$ cat src/design/mcr_pkg.sv
`default_nettype none

package mcr_pkg;

  // Command codes of one item.
  localparam logic [2:0] CMD_READ   = 3'd0;
  localparam logic [2:0] CMD_WRITE  = 3'd1;
  localparam logic [2:0] CMD_MOTION = 3'd2;
  localparam logic [2:0] CMD_BUTTON = 3'd3;
  localparam logic [2:0] CMD_WHEEL  = 3'd4;

  // Register offsets on the bus side.
  localparam logic [3:0] OFF_X_HI    = 4'd0;
  localparam logic [3:0] OFF_X_LO    = 4'd1;
  localparam logic [3:0] OFF_Y_HI    = 4'd2;
  localparam logic [3:0] OFF_Y_LO    = 4'd3;
  localparam logic [3:0] OFF_HOT_X   = 4'd4;
  localparam logic [3:0] OFF_HOT_Y   = 4'd5;
  localparam logic [3:0] OFF_SIZE    = 4'd6;
  localparam logic [3:0] OFF_WHEEL   = 4'd7;
  localparam logic [3:0] OFF_FLAGS   = 4'd8;
  localparam logic [3:0] OFF_PAL_IDX = 4'd9;
  localparam logic [3:0] OFF_PAL_HI  = 4'd10;
  localparam logic [3:0] OFF_PAL_LO  = 4'd11;
  localparam logic [3:0] OFF_BMP_IDX = 4'd12;
  localparam logic [3:0] OFF_BMP_PIX = 4'd13;

  localparam logic [5:0] SIZE_LIMIT = 6'h20;
  localparam int unsigned NUM_BUTTONS = 6;
  localparam int unsigned NUM_COLORS  = 16;
  localparam int unsigned BMP_DEPTH   = 256;

  localparam logic [15:0] DEFAULT_COLORS [NUM_COLORS] = '{
    16'h0000, 16'h0005, 16'h000A, 16'h000F, 16'hFFFF, 16'hCCCF, 16'h555F, 16'h00CF,
    16'h0C0F, 16'hC00F, 16'h00FF, 16'h0F0F, 16'h0FFF, 16'hF0FF, 16'hFF0F, 16'hFFFF
  };

  typedef struct packed {
    logic [2:0]         cmd;
    logic [3:0]         reg_offset;
    logic [7:0]         wdata;
    logic [15:0]        pos_x;
    logic [15:0]        pos_y;
    logic [2:0]         button_number;
    logic               button_pressed;
    logic [7:0]         click_count;
    logic signed [7:0]  wheel_step;
  } item_t;

  typedef struct packed {
    logic       en;
    logic [7:0] addr;
    logic [7:0] data;
  } bmp_wr_t;

endpackage

`default_nettype wire

$ cat src/design/mcr_bitmap.sv
`default_nettype none

// Cursor bitmap store: one write port, one registered read port, and a valid bit
// per entry so that entries never written since reset read as zero.
module mcr_bitmap
  import mcr_pkg::*;
(
  input  wire logic       clk,
  input  wire logic       rst,
  input  wire bmp_wr_t    wr,
  input  wire logic [7:0] rd_addr,
  output logic      [7:0] rd_data
);

  logic [7:0]           mem [BMP_DEPTH];
  logic [BMP_DEPTH-1:0] vld;
  logic [7:0]           rd_q;
  logic                 rd_vld_q;
  logic                 hit;

  assign hit = wr.en && (wr.addr == rd_addr);

  always_ff @(posedge clk) begin
    if (wr.en) begin
      mem[wr.addr] <= wr.data;
    end
  end

  // A write to the address being read is forwarded.
  always_ff @(posedge clk) begin
    if (hit) begin
      rd_q <= wr.data;
    end else begin
      rd_q <= mem[rd_addr];
    end
  end

  always_ff @(posedge clk) begin
    if (rst) begin
      vld      <= '0;
      rd_vld_q <= 1'b0;
    end else begin
      if (wr.en) begin
        vld[wr.addr] <= 1'b1;
      end
      rd_vld_q <= vld[rd_addr] | hit;
    end
  end

  assign rd_data = rd_vld_q ? rd_q : 8'h00;

endmodule

`default_nettype wire

$ cat src/design/mcr_core.sv
`default_nettype none

// Register file and command decode. State changes at the edge where exec is high.
module mcr_core
  import mcr_pkg::*;
(
  input  wire logic       clk,
  input  wire logic       rst,
  input  wire logic       exec,
  input  wire item_t      item,
  input  wire logic [7:0] bmp_rd_data,
  output bmp_wr_t         bmp_wr,
  output logic      [7:0] bmp_rd_addr,
  output logic      [7:0] rdata_next
);

  logic [15:0] cursor_x, cursor_x_next;
  logic [15:0] cursor_y, cursor_y_next;
  logic [7:0]  hotspot_x, hotspot_x_next;
  logic [7:0]  hotspot_y, hotspot_y_next;
  logic [5:0]  cursor_size, cursor_size_next;
  logic [7:0]  wheel_value, wheel_value_next;
  logic [7:0]  button_state, button_state_next;
  logic [7:0]  palette_select, palette_select_next;
  logic [7:0]  pixel_select, pixel_select_next;
  logic [15:0] color_table [NUM_COLORS];

  logic [3:0]  pal_idx;
  logic [15:0] color_word;
  logic        color_hi_we;
  logic        color_lo_we;
  logic [5:0]  size_clamped;
  logic [7:0]  press_flags;

  assign pal_idx      = palette_select[3:0];
  assign color_word   = color_table[pal_idx];
  assign size_clamped = (item.wdata >= {2'b00, SIZE_LIMIT}) ? SIZE_LIMIT : item.wdata[5:0];

  // Button numbers outside one to six select no flag bit.
  always_comb begin
    press_flags = {item.click_count[1:0], 6'b000000};
    for (int i = 0; i < NUM_BUTTONS; i++) begin
      if (item.button_number == 3'(i + 1)) begin
        press_flags[i] = 1'b1;
      end
    end
  end

  always_comb begin
    cursor_x_next       = cursor_x;
    cursor_y_next       = cursor_y;
    hotspot_x_next      = hotspot_x;
    hotspot_y_next      = hotspot_y;
    cursor_size_next    = cursor_size;
    wheel_value_next    = wheel_value;
    button_state_next   = button_state;
    palette_select_next = palette_select;
    pixel_select_next   = pixel_select;
    color_hi_we         = 1'b0;
    color_lo_we         = 1'b0;
    bmp_wr              = '0;
    rdata_next          = 8'h00;

    if (exec) begin
      unique case (item.cmd)
        CMD_READ: begin
          unique case (item.reg_offset)
            OFF_X_HI:    rdata_next = cursor_x[15:8];
            OFF_X_LO:    rdata_next = cursor_x[7:0];
            OFF_Y_HI:    rdata_next = cursor_y[15:8];
            OFF_Y_LO:    rdata_next = cursor_y[7:0];
            OFF_HOT_X:   rdata_next = hotspot_x;
            OFF_HOT_Y:   rdata_next = hotspot_y;
            OFF_SIZE:    rdata_next = {2'b00, cursor_size};
            OFF_WHEEL: begin
              rdata_next       = wheel_value;
              wheel_value_next = 8'h00;
            end
            OFF_FLAGS:   rdata_next = button_state;
            OFF_PAL_IDX: rdata_next = palette_select;
            OFF_PAL_HI:  rdata_next = color_word[15:8];
            OFF_PAL_LO:  rdata_next = color_word[7:0];
            OFF_BMP_IDX: rdata_next = pixel_select;
            OFF_BMP_PIX: rdata_next = bmp_rd_data;
            default:     rdata_next = 8'h00;
          endcase
        end
        CMD_WRITE: begin
          rdata_next = item.wdata;
          unique case (item.reg_offset)
            OFF_HOT_X:   hotspot_x_next = item.wdata;
            OFF_HOT_Y:   hotspot_y_next = item.wdata;
            OFF_SIZE: begin
              cursor_size_next = size_clamped;
              rdata_next       = {2'b00, size_clamped};
            end
            OFF_WHEEL:   wheel_value_next = item.wdata;
            OFF_PAL_IDX: palette_select_next = item.wdata;
            OFF_PAL_HI:  color_hi_we = 1'b1;
            OFF_PAL_LO:  color_lo_we = 1'b1;
            OFF_BMP_IDX: pixel_select_next = item.wdata;
            OFF_BMP_PIX: begin
              bmp_wr.en   = 1'b1;
              bmp_wr.addr = pixel_select;
              bmp_wr.data = item.wdata;
            end
            // Position and flag registers are read only; unmapped offsets ignore writes.
            default: ;
          endcase
        end
        CMD_MOTION: begin
          cursor_x_next = item.pos_x;
          cursor_y_next = item.pos_y;
        end
        CMD_BUTTON: begin
          button_state_next = item.button_pressed ? press_flags : 8'h00;
        end
        CMD_WHEEL: begin
          wheel_value_next = 8'(item.wheel_step);
        end
        default: ;
      endcase
    end
  end

  // The bitmap port reads the pixel that the index will select after this edge.
  assign bmp_rd_addr = pixel_select_next;

  always_ff @(posedge clk) begin
    if (rst) begin
      cursor_x       <= '0;
      cursor_y       <= '0;
      hotspot_x      <= '0;
      hotspot_y      <= '0;
      cursor_size    <= '0;
      wheel_value    <= '0;
      button_state   <= '0;
      palette_select <= '0;
      pixel_select   <= '0;
      for (int i = 0; i < NUM_COLORS; i++) begin
        color_table[i] <= DEFAULT_COLORS[i];
      end
    end else begin
      cursor_x       <= cursor_x_next;
      cursor_y       <= cursor_y_next;
      hotspot_x      <= hotspot_x_next;
      hotspot_y      <= hotspot_y_next;
      cursor_size    <= cursor_size_next;
      wheel_value    <= wheel_value_next;
      button_state   <= button_state_next;
      palette_select <= palette_select_next;
      pixel_select   <= pixel_select_next;
      if (color_hi_we) begin
        color_table[pal_idx][15:8] <= item.wdata;
      end
      if (color_lo_we) begin
        color_table[pal_idx][7:0] <= item.wdata;
      end
    end
  end

  a_size_limit : assert property (@(posedge clk) disable iff (rst)
    cursor_size <= SIZE_LIMIT)
    else $error("cursor size above limit");

  a_wheel_clear : assert property (@(posedge clk) disable iff (rst)
    exec && item.cmd == CMD_READ && item.reg_offset == OFF_WHEEL |=> wheel_value == 8'h00)
    else $error("wheel value not cleared after read");

  a_flags_shape : assert property (@(posedge clk) disable iff (rst)
    $onehot0(button_state[5:0]))
    else $error("more than one button flag set");

endmodule

`default_nettype wire

$ cat src/design/mouse_cursor_register_device_unit.sv
`default_nettype none

// Mouse-cursor register block.
// The item channel (item_valid / item_ready) carries one beat per bus read, bus write
// or pointer event; cmd selects which, and the other fields carry its operands.
// The result channel (result_valid / result_ready) returns exactly one beat per item:
// rdata holds the byte read, the byte written (clamped for the size register), or zero
// for pointer events and unused command codes.
// An accepted beat lands in an input register; once the result register is free or
// being emptied, the register decode updates the state and the answer is loaded into
// the result register. One beat per cycle is sustained while the receiver takes every
// result, with a single decode pass and a registered read of the bitmap memory.
// Reset clears all pointer and index registers, loads the default color table and
// marks every bitmap entry as zero; the block takes items as soon as reset is released.
// When the receiver stalls, the result register holds its beat and one more item may
// wait in the input register; item_ready drops only when both are full and stalled.
module mouse_cursor_register_device_unit
  import mcr_pkg::*;
(
  input  wire logic              clk,
  input  wire logic              rst,
  input  wire logic              item_valid,
  output logic                   item_ready,
  input  wire logic [2:0]        cmd,
  input  wire logic [3:0]        reg_offset,
  input  wire logic [7:0]        wdata,
  input  wire logic [15:0]       pos_x,
  input  wire logic [15:0]       pos_y,
  input  wire logic [2:0]        button_number,
  input  wire logic              button_pressed,
  input  wire logic [7:0]        click_count,
  input  wire logic signed [7:0] wheel_step,
  output logic                   result_valid,
  input  wire logic              result_ready,
  output logic      [7:0]        rdata
);

  item_t      item_q;
  logic       item_vld;
  logic       exec;
  logic [7:0] rdata_next;
  bmp_wr_t    bmp_wr;
  logic [7:0] bmp_rd_addr;
  logic [7:0] bmp_rd_data;

  // The held item executes whenever the result register is free or being emptied.
  assign exec       = item_vld && (!result_valid || result_ready);
  assign item_ready = !item_vld || exec;

  always_ff @(posedge clk) begin
    if (rst) begin
      item_vld <= 1'b0;
    end else if (item_ready) begin
      item_vld <= item_valid;
    end
  end

  always_ff @(posedge clk) begin
    if (item_valid && item_ready) begin
      item_q.cmd            <= cmd;
      item_q.reg_offset     <= reg_offset;
      item_q.wdata          <= wdata;
      item_q.pos_x          <= pos_x;
      item_q.pos_y          <= pos_y;
      item_q.button_number  <= button_number;
      item_q.button_pressed <= button_pressed;
      item_q.click_count    <= click_count;
      item_q.wheel_step     <= wheel_step;
    end
  end

  mcr_core u_core (
    .clk         (clk),
    .rst         (rst),
    .exec        (exec),
    .item        (item_q),
    .bmp_rd_data (bmp_rd_data),
    .bmp_wr      (bmp_wr),
    .bmp_rd_addr (bmp_rd_addr),
    .rdata_next  (rdata_next)
  );

  mcr_bitmap u_bitmap (
    .clk     (clk),
    .rst     (rst),
    .wr      (bmp_wr),
    .rd_addr (bmp_rd_addr),
    .rd_data (bmp_rd_data)
  );

  // Result register: loaded when the held item executes, emptied when taken.
  always_ff @(posedge clk) begin
    if (rst) begin
      result_valid <= 1'b0;
    end else if (exec) begin
      result_valid <= 1'b1;
    end else if (result_ready) begin
      result_valid <= 1'b0;
    end
  end

  always_ff @(posedge clk) begin
    if (exec) begin
      rdata <= rdata_next;
    end
  end

  a_exec_loads : assert property (@(posedge clk) disable iff (rst)
    exec |=> result_valid)
    else $error("executed item produced no result");

  a_item_kept : assert property (@(posedge clk) disable iff (rst)
    item_vld && !exec |=> item_vld && $stable(item_q))
    else $error("waiting item lost or changed");

  a_event_zero : assert property (@(posedge clk) disable iff (rst)
    exec && (item_q.cmd == CMD_MOTION || item_q.cmd == CMD_BUTTON ||
             item_q.cmd == CMD_WHEEL) |=> rdata == 8'h00)
    else $error("pointer event returned nonzero data");

endmodule

`default_nettype wire
$ cat config.mk
export PLATFORM = sky130hd
export DESIGN_NAME = mouse_cursor_register_device_unit
export DESIGN_NICKNAME = d
export VERILOG_FILES = /design/src/design/mcr_pkg.sv /design/src/design/mcr_bitmap.sv /design/src/design/mcr_core.sv /design/src/design/mouse_cursor_register_device_unit.sv
export SDC_FILE = /design/constraint.sdc
export NUM_CORES = 2
export LEC_CHECK = 0
export BUFFER_PORTS_ARGS = -buffer_cell sky130_fd_sc_hd__buf_4
export CORE_ASPECT_RATIO = 1.2
export CORE_MARGIN = 2
export CORE_UTILIZATION = 60
export DETAILED_ROUTE_END_ITERATION = 10
export PLACE_DENSITY = 0.75
export SLEW_MARGIN = 25
export SYNTH_ARGS = -nofsm -noshare
export SYNTH_HDL_FRONTEND = slang
export SYNTH_SLANG_ARGS = --single-unit
export TNS_END_PERCENT = 50
$ cat constraint.sdc
create_clock -name clk -period 12.89 [get_ports clk]
set_input_delay 1.289 -clock clk [delete_from_list [all_inputs] [get_ports clk]]
set_output_delay 1.289 -clock clk [all_outputs]
set_load 0.01 [all_outputs]
==> results.sh <==
export IMPL_first_iter_violations=6747
export IMPL_drt_wl_total_um=253000
export IMPL_clkTransAtPathRegs_ns=0.06
export IMPL_synth_top_area_share_pct=66.6
export IMPL_tns_ns=0
export IMPL_cp_slowest_stage_delay_ns=1.22
export IMPL_clockBufferDepth=4
export IMPL_synth_most_common_cell="edfxtp_1"
export IMPL_cts_resized_gates=0
export IMPL_dp_cells=7919
export IMPL_worstSetupPathType="reg2reg"
export IMPL_synth_compound_area_share_pct=1.79
export IMPL_hold_ws_ns=0.451
export IMPL_regToRegSetupSlack_ns=6.31
export IMPL_numCtsBuffers=276
export IMPL_crit_start="item_q[63]"
export IMPL_coreArea_um2=177000
export IMPL_yosysWarnings=0
export IMPL_synth_seq_area_share_pct=73.3
export IMPL_nFillCells=11000
export IMPL_start_util_pct=60.5
export IMPL_layout_nets=5968
export IMPL_synth_area_mux_share_pct=17.0
export IMPL_p_per_area_nw_per_um2=145
export IMPL_drv_slew=0
export IMPL_hp_class="reg2reg"
export IMPL_grt_pass1_vias=55500
export IMPL_worstHoldStart="u_core.hotspot_y[0]"
export IMPL_cp_num_buf_inv=2
export IMPL_endpoint="u_bitmap.rd_vld_q"
export IMPL_finalClockSkew_ns=0.0646
export IMPL_die_w_um=390
export IMPL_synth_seq_cells=2730
export IMPL_drtAntennaViolNets=0
export IMPL_critPathLaunchType="flip-flop"
export IMPL_finalSetupViolCount=0
export IMPL_cts_tree="done"
export IMPL_grt_pass1_wl_um=371000
export IMPL_crit_top_cell="nand4_1"
export IMPL_synth_top_area_cell="edfxtp_1"
export IMPL_synth_distinct_cells=61
export IMPL_crit_family="simple AND/OR/NAND/NOR gates"
export IMPL_antenna_found_initial=6
export IMPL_h_tree_depth=5
export IMPL_status="finished clean"
export IMPL_synth_top_family_by_area="multiplexers"
export IMPL_syn_area_um2=107000
export IMPL_seqCellArea_um2=78400
export IMPL_relSlewSlack_pct=22.8
export IMPL_insertion_delay_ns=0.94
export IMPL_utilization_pct=67.0
export IMPL_die_h_um=467
export IMPL_p_leak_nw=36.0
export IMPL_syn_avg_cell_area_um2=18.4
export IMPL_cp_required_ns=13.70
export IMPL_tightest_slew_ns=1.14
export IMPL_yosys_area_share_adder_pct=0
export IMPL_io_pins=81
export IMPL_worst_r2r_endpoint="u_bitmap.rd_vld_q"
export IMPL_period_share_pct=51.0
export IMPL_postCtsSetupBuffers=0
export IMPL_worstRegToRegCells=11
export IMPL_dieArea_um2=182000
export IMPL_totalPowerFinal_mw=17.2
export IMPL_wl_per_cell_um=30.1
export IMPL_synth_flop_cell="edfxtp_1"
export IMPL_slowest_stage="mux2i_2"
export IMPL_cts_hold_fix_buffers=0
export IMPL_synth_xor_area_share_pct=0
export IMPL_overflow=0
export IMPL_end_kind="flip-flop"
export IMPL_dp_hpwl_um=152000
export IMPL_vias=55100
export IMPL_cap_violations=0
export IMPL_crit_chain="and4bb_2 -> nand4_1 -> mux2i_2 -> buf_4 -> inv_1 -> nor2_2 -> a31oi_1 -> nand4_1 -> a311oi_1 -> a2111oi_0 -> a32oi_1"
export IMPL_synth_cells=5818
export IMPL_grt_usage_pct=28.2
export IMPL_hold_violations=0
export IMPL_r2r_start="item_q[63]"
export IMPL_grt_max_degree=205
export IMPL_synthTopCellsByCount="edfxtp_1 (2,373), nor2_1 (810), mux4_2 (774), dfxtp_1 (357), nand2_1 (311)"
export IMPL_fin_cells=8401
export IMPL_fmax_ghz=0.152
export IMPL_vias_per_cell=6.56
export IMPL_cp_arrival_ns=7.39
export IMPL_numPortBuffers=74
export IMPL_period_minus_slack_ns=6.58
export IMPL_yosys_area_share_simple_pct=6.45
export IMPL_drt_pass1_iterations=6
export IMPL_ir_worst_vdd_uv=152
export IMPL_multiInputGateArea_um2=27200
export IMPL_areaGrowthSynthToFinish_pct=10.8
export IMPL_rows=169
export IMPL_crit_cells=11
export IMPL_synth_area_top_cells="edfxtp_1 (67%), mux4_2 (16%), dfxtp_1 (6.7%)"
export IMPL_rsz0062_at_grt="no"
export IMPL_clock_root_buffer="clkbuf_16"
export IMPL_crit_path_max_fanout=22
export IMPL_synthArstFlopShare_pct=0
export IMPL_drive_gt1_share_pct=24.0
export IMPL_syn_nets=5889
export IMPL_synth_edf_count=2373
export IMPL_cts_sinks=2730
export IMPL_drc=0
export IMPL_gp_congestion=0.880
[flip-flops by register name, indices dropped and copies added, names as in the netlist, named ones only]
| register | flops |
|---|---|
| u_bitmap.vld | 256 |
| u_core.cursor_x | 16 |
| result_valid | 1 |
| u_bitmap.rd_vld_q | 1 |
| rdata | 8 |
| u_core.button_state | 8 |
| u_core.wheel_value | 8 |
| u_core.color_table | 256 |
| u_core.hotspot_y | 8 |
| u_bitmap.mem | 2048 |
| u_core.hotspot_x | 8 |
| u_core.cursor_size | 6 |
| u_core.pixel_select | 8 |
| u_core.palette_select | 8 |
| item_q | 61 |
| u_core.cursor_y | 16 |
| item_vld | 1 |
[power breakdown]
part	total (mW)	internal, mW	switching [mW]	leakage (nW)
clock	7.55	4.36	3.19	4.12
sequential	9.52	9.50	0.0178	25.0
combinational	0.160	0.0494	0.110	6.94
total	17.2	13.9	3.32	36.0
[cell usage in the layout (no fill, tap or decap), types with 31 or more instances in the layout]
cell and instances:
edfxtp_1 2373, mux4_2 774, nor2_1 770, dfxtp_1 349, nand2_1 311, clkbuf_16 282
buf_4 147, and2_1 119, a21oi_1 114, or3_1 112, clkbuf_1 67, nand3_1 65
mux2i_1 60, clkinv_1 44, nor3_1 40, nor2_2 40, clkbuf_8 34, o21ba_2 33
or2_2 31
[kinds of logic (layout without fill, tap and decap cells)]
family,after synthesis,after routing
other cells,0,2
flops,2730,2730
compound gates,283,283
mux,851,851
simple gates,1567,1567
buf+inv,387,660
[worst min-delay path by stage]
stage	to	slack, ns	cells past startpoint
2_1_floorplan	u_core.cursor_size[4]	0.43	2
3_3_place_gp	u_core.palette_select[5]	0.44	2
3_5_place_dp	u_core.hotspot_y[0]	0.44	2
4_1_cts	u_core.hotspot_y[0]	0.45	2
5_1_grt	u_core.hotspot_y[0]	0.46	2
6_report	u_core.hotspot_y[0]	0.45	2
[worst min-delay path: cells and delay by family (launching register included)]
family / cells / cell delay, ns
compound gates: 1 / 0.05
flops: 1 / 0.31
simple gates: 1 / 0.05
[layout make-up]
type | instances | share of cell area [%]
tap | 2308 | 2.44
multi-input combinational | 2701 | 23.0
clock inverter | 88 | 0.520
antenna | 2 | 0.00422
inverter | 14 | 0.0486
clock buffer | 384 | 6.56
sequential | 2730 | 66.2
timing repair buffer | 174 | 1.32
[through the flow]
stage / setup WS [ns] / instance area [um^2]
finish: 6.31 / 119000
global placement: 6.20 / 110000
CTS: 6.54 / 118000
global route: 6.26 / 119000
detailed placement: 6.28 / 110000
floorplan: 3.28 / 107000
[metal layers]
layer | track usage [%] | share of wire [%]
met1 | 37.3 | 36
met2 | 45.9 | 50
met3 | 5.68 | 9.3
met4 | 12.5 | 4.7
met5 | 0 | 0.0051
(Power assumes the default switching activity.)
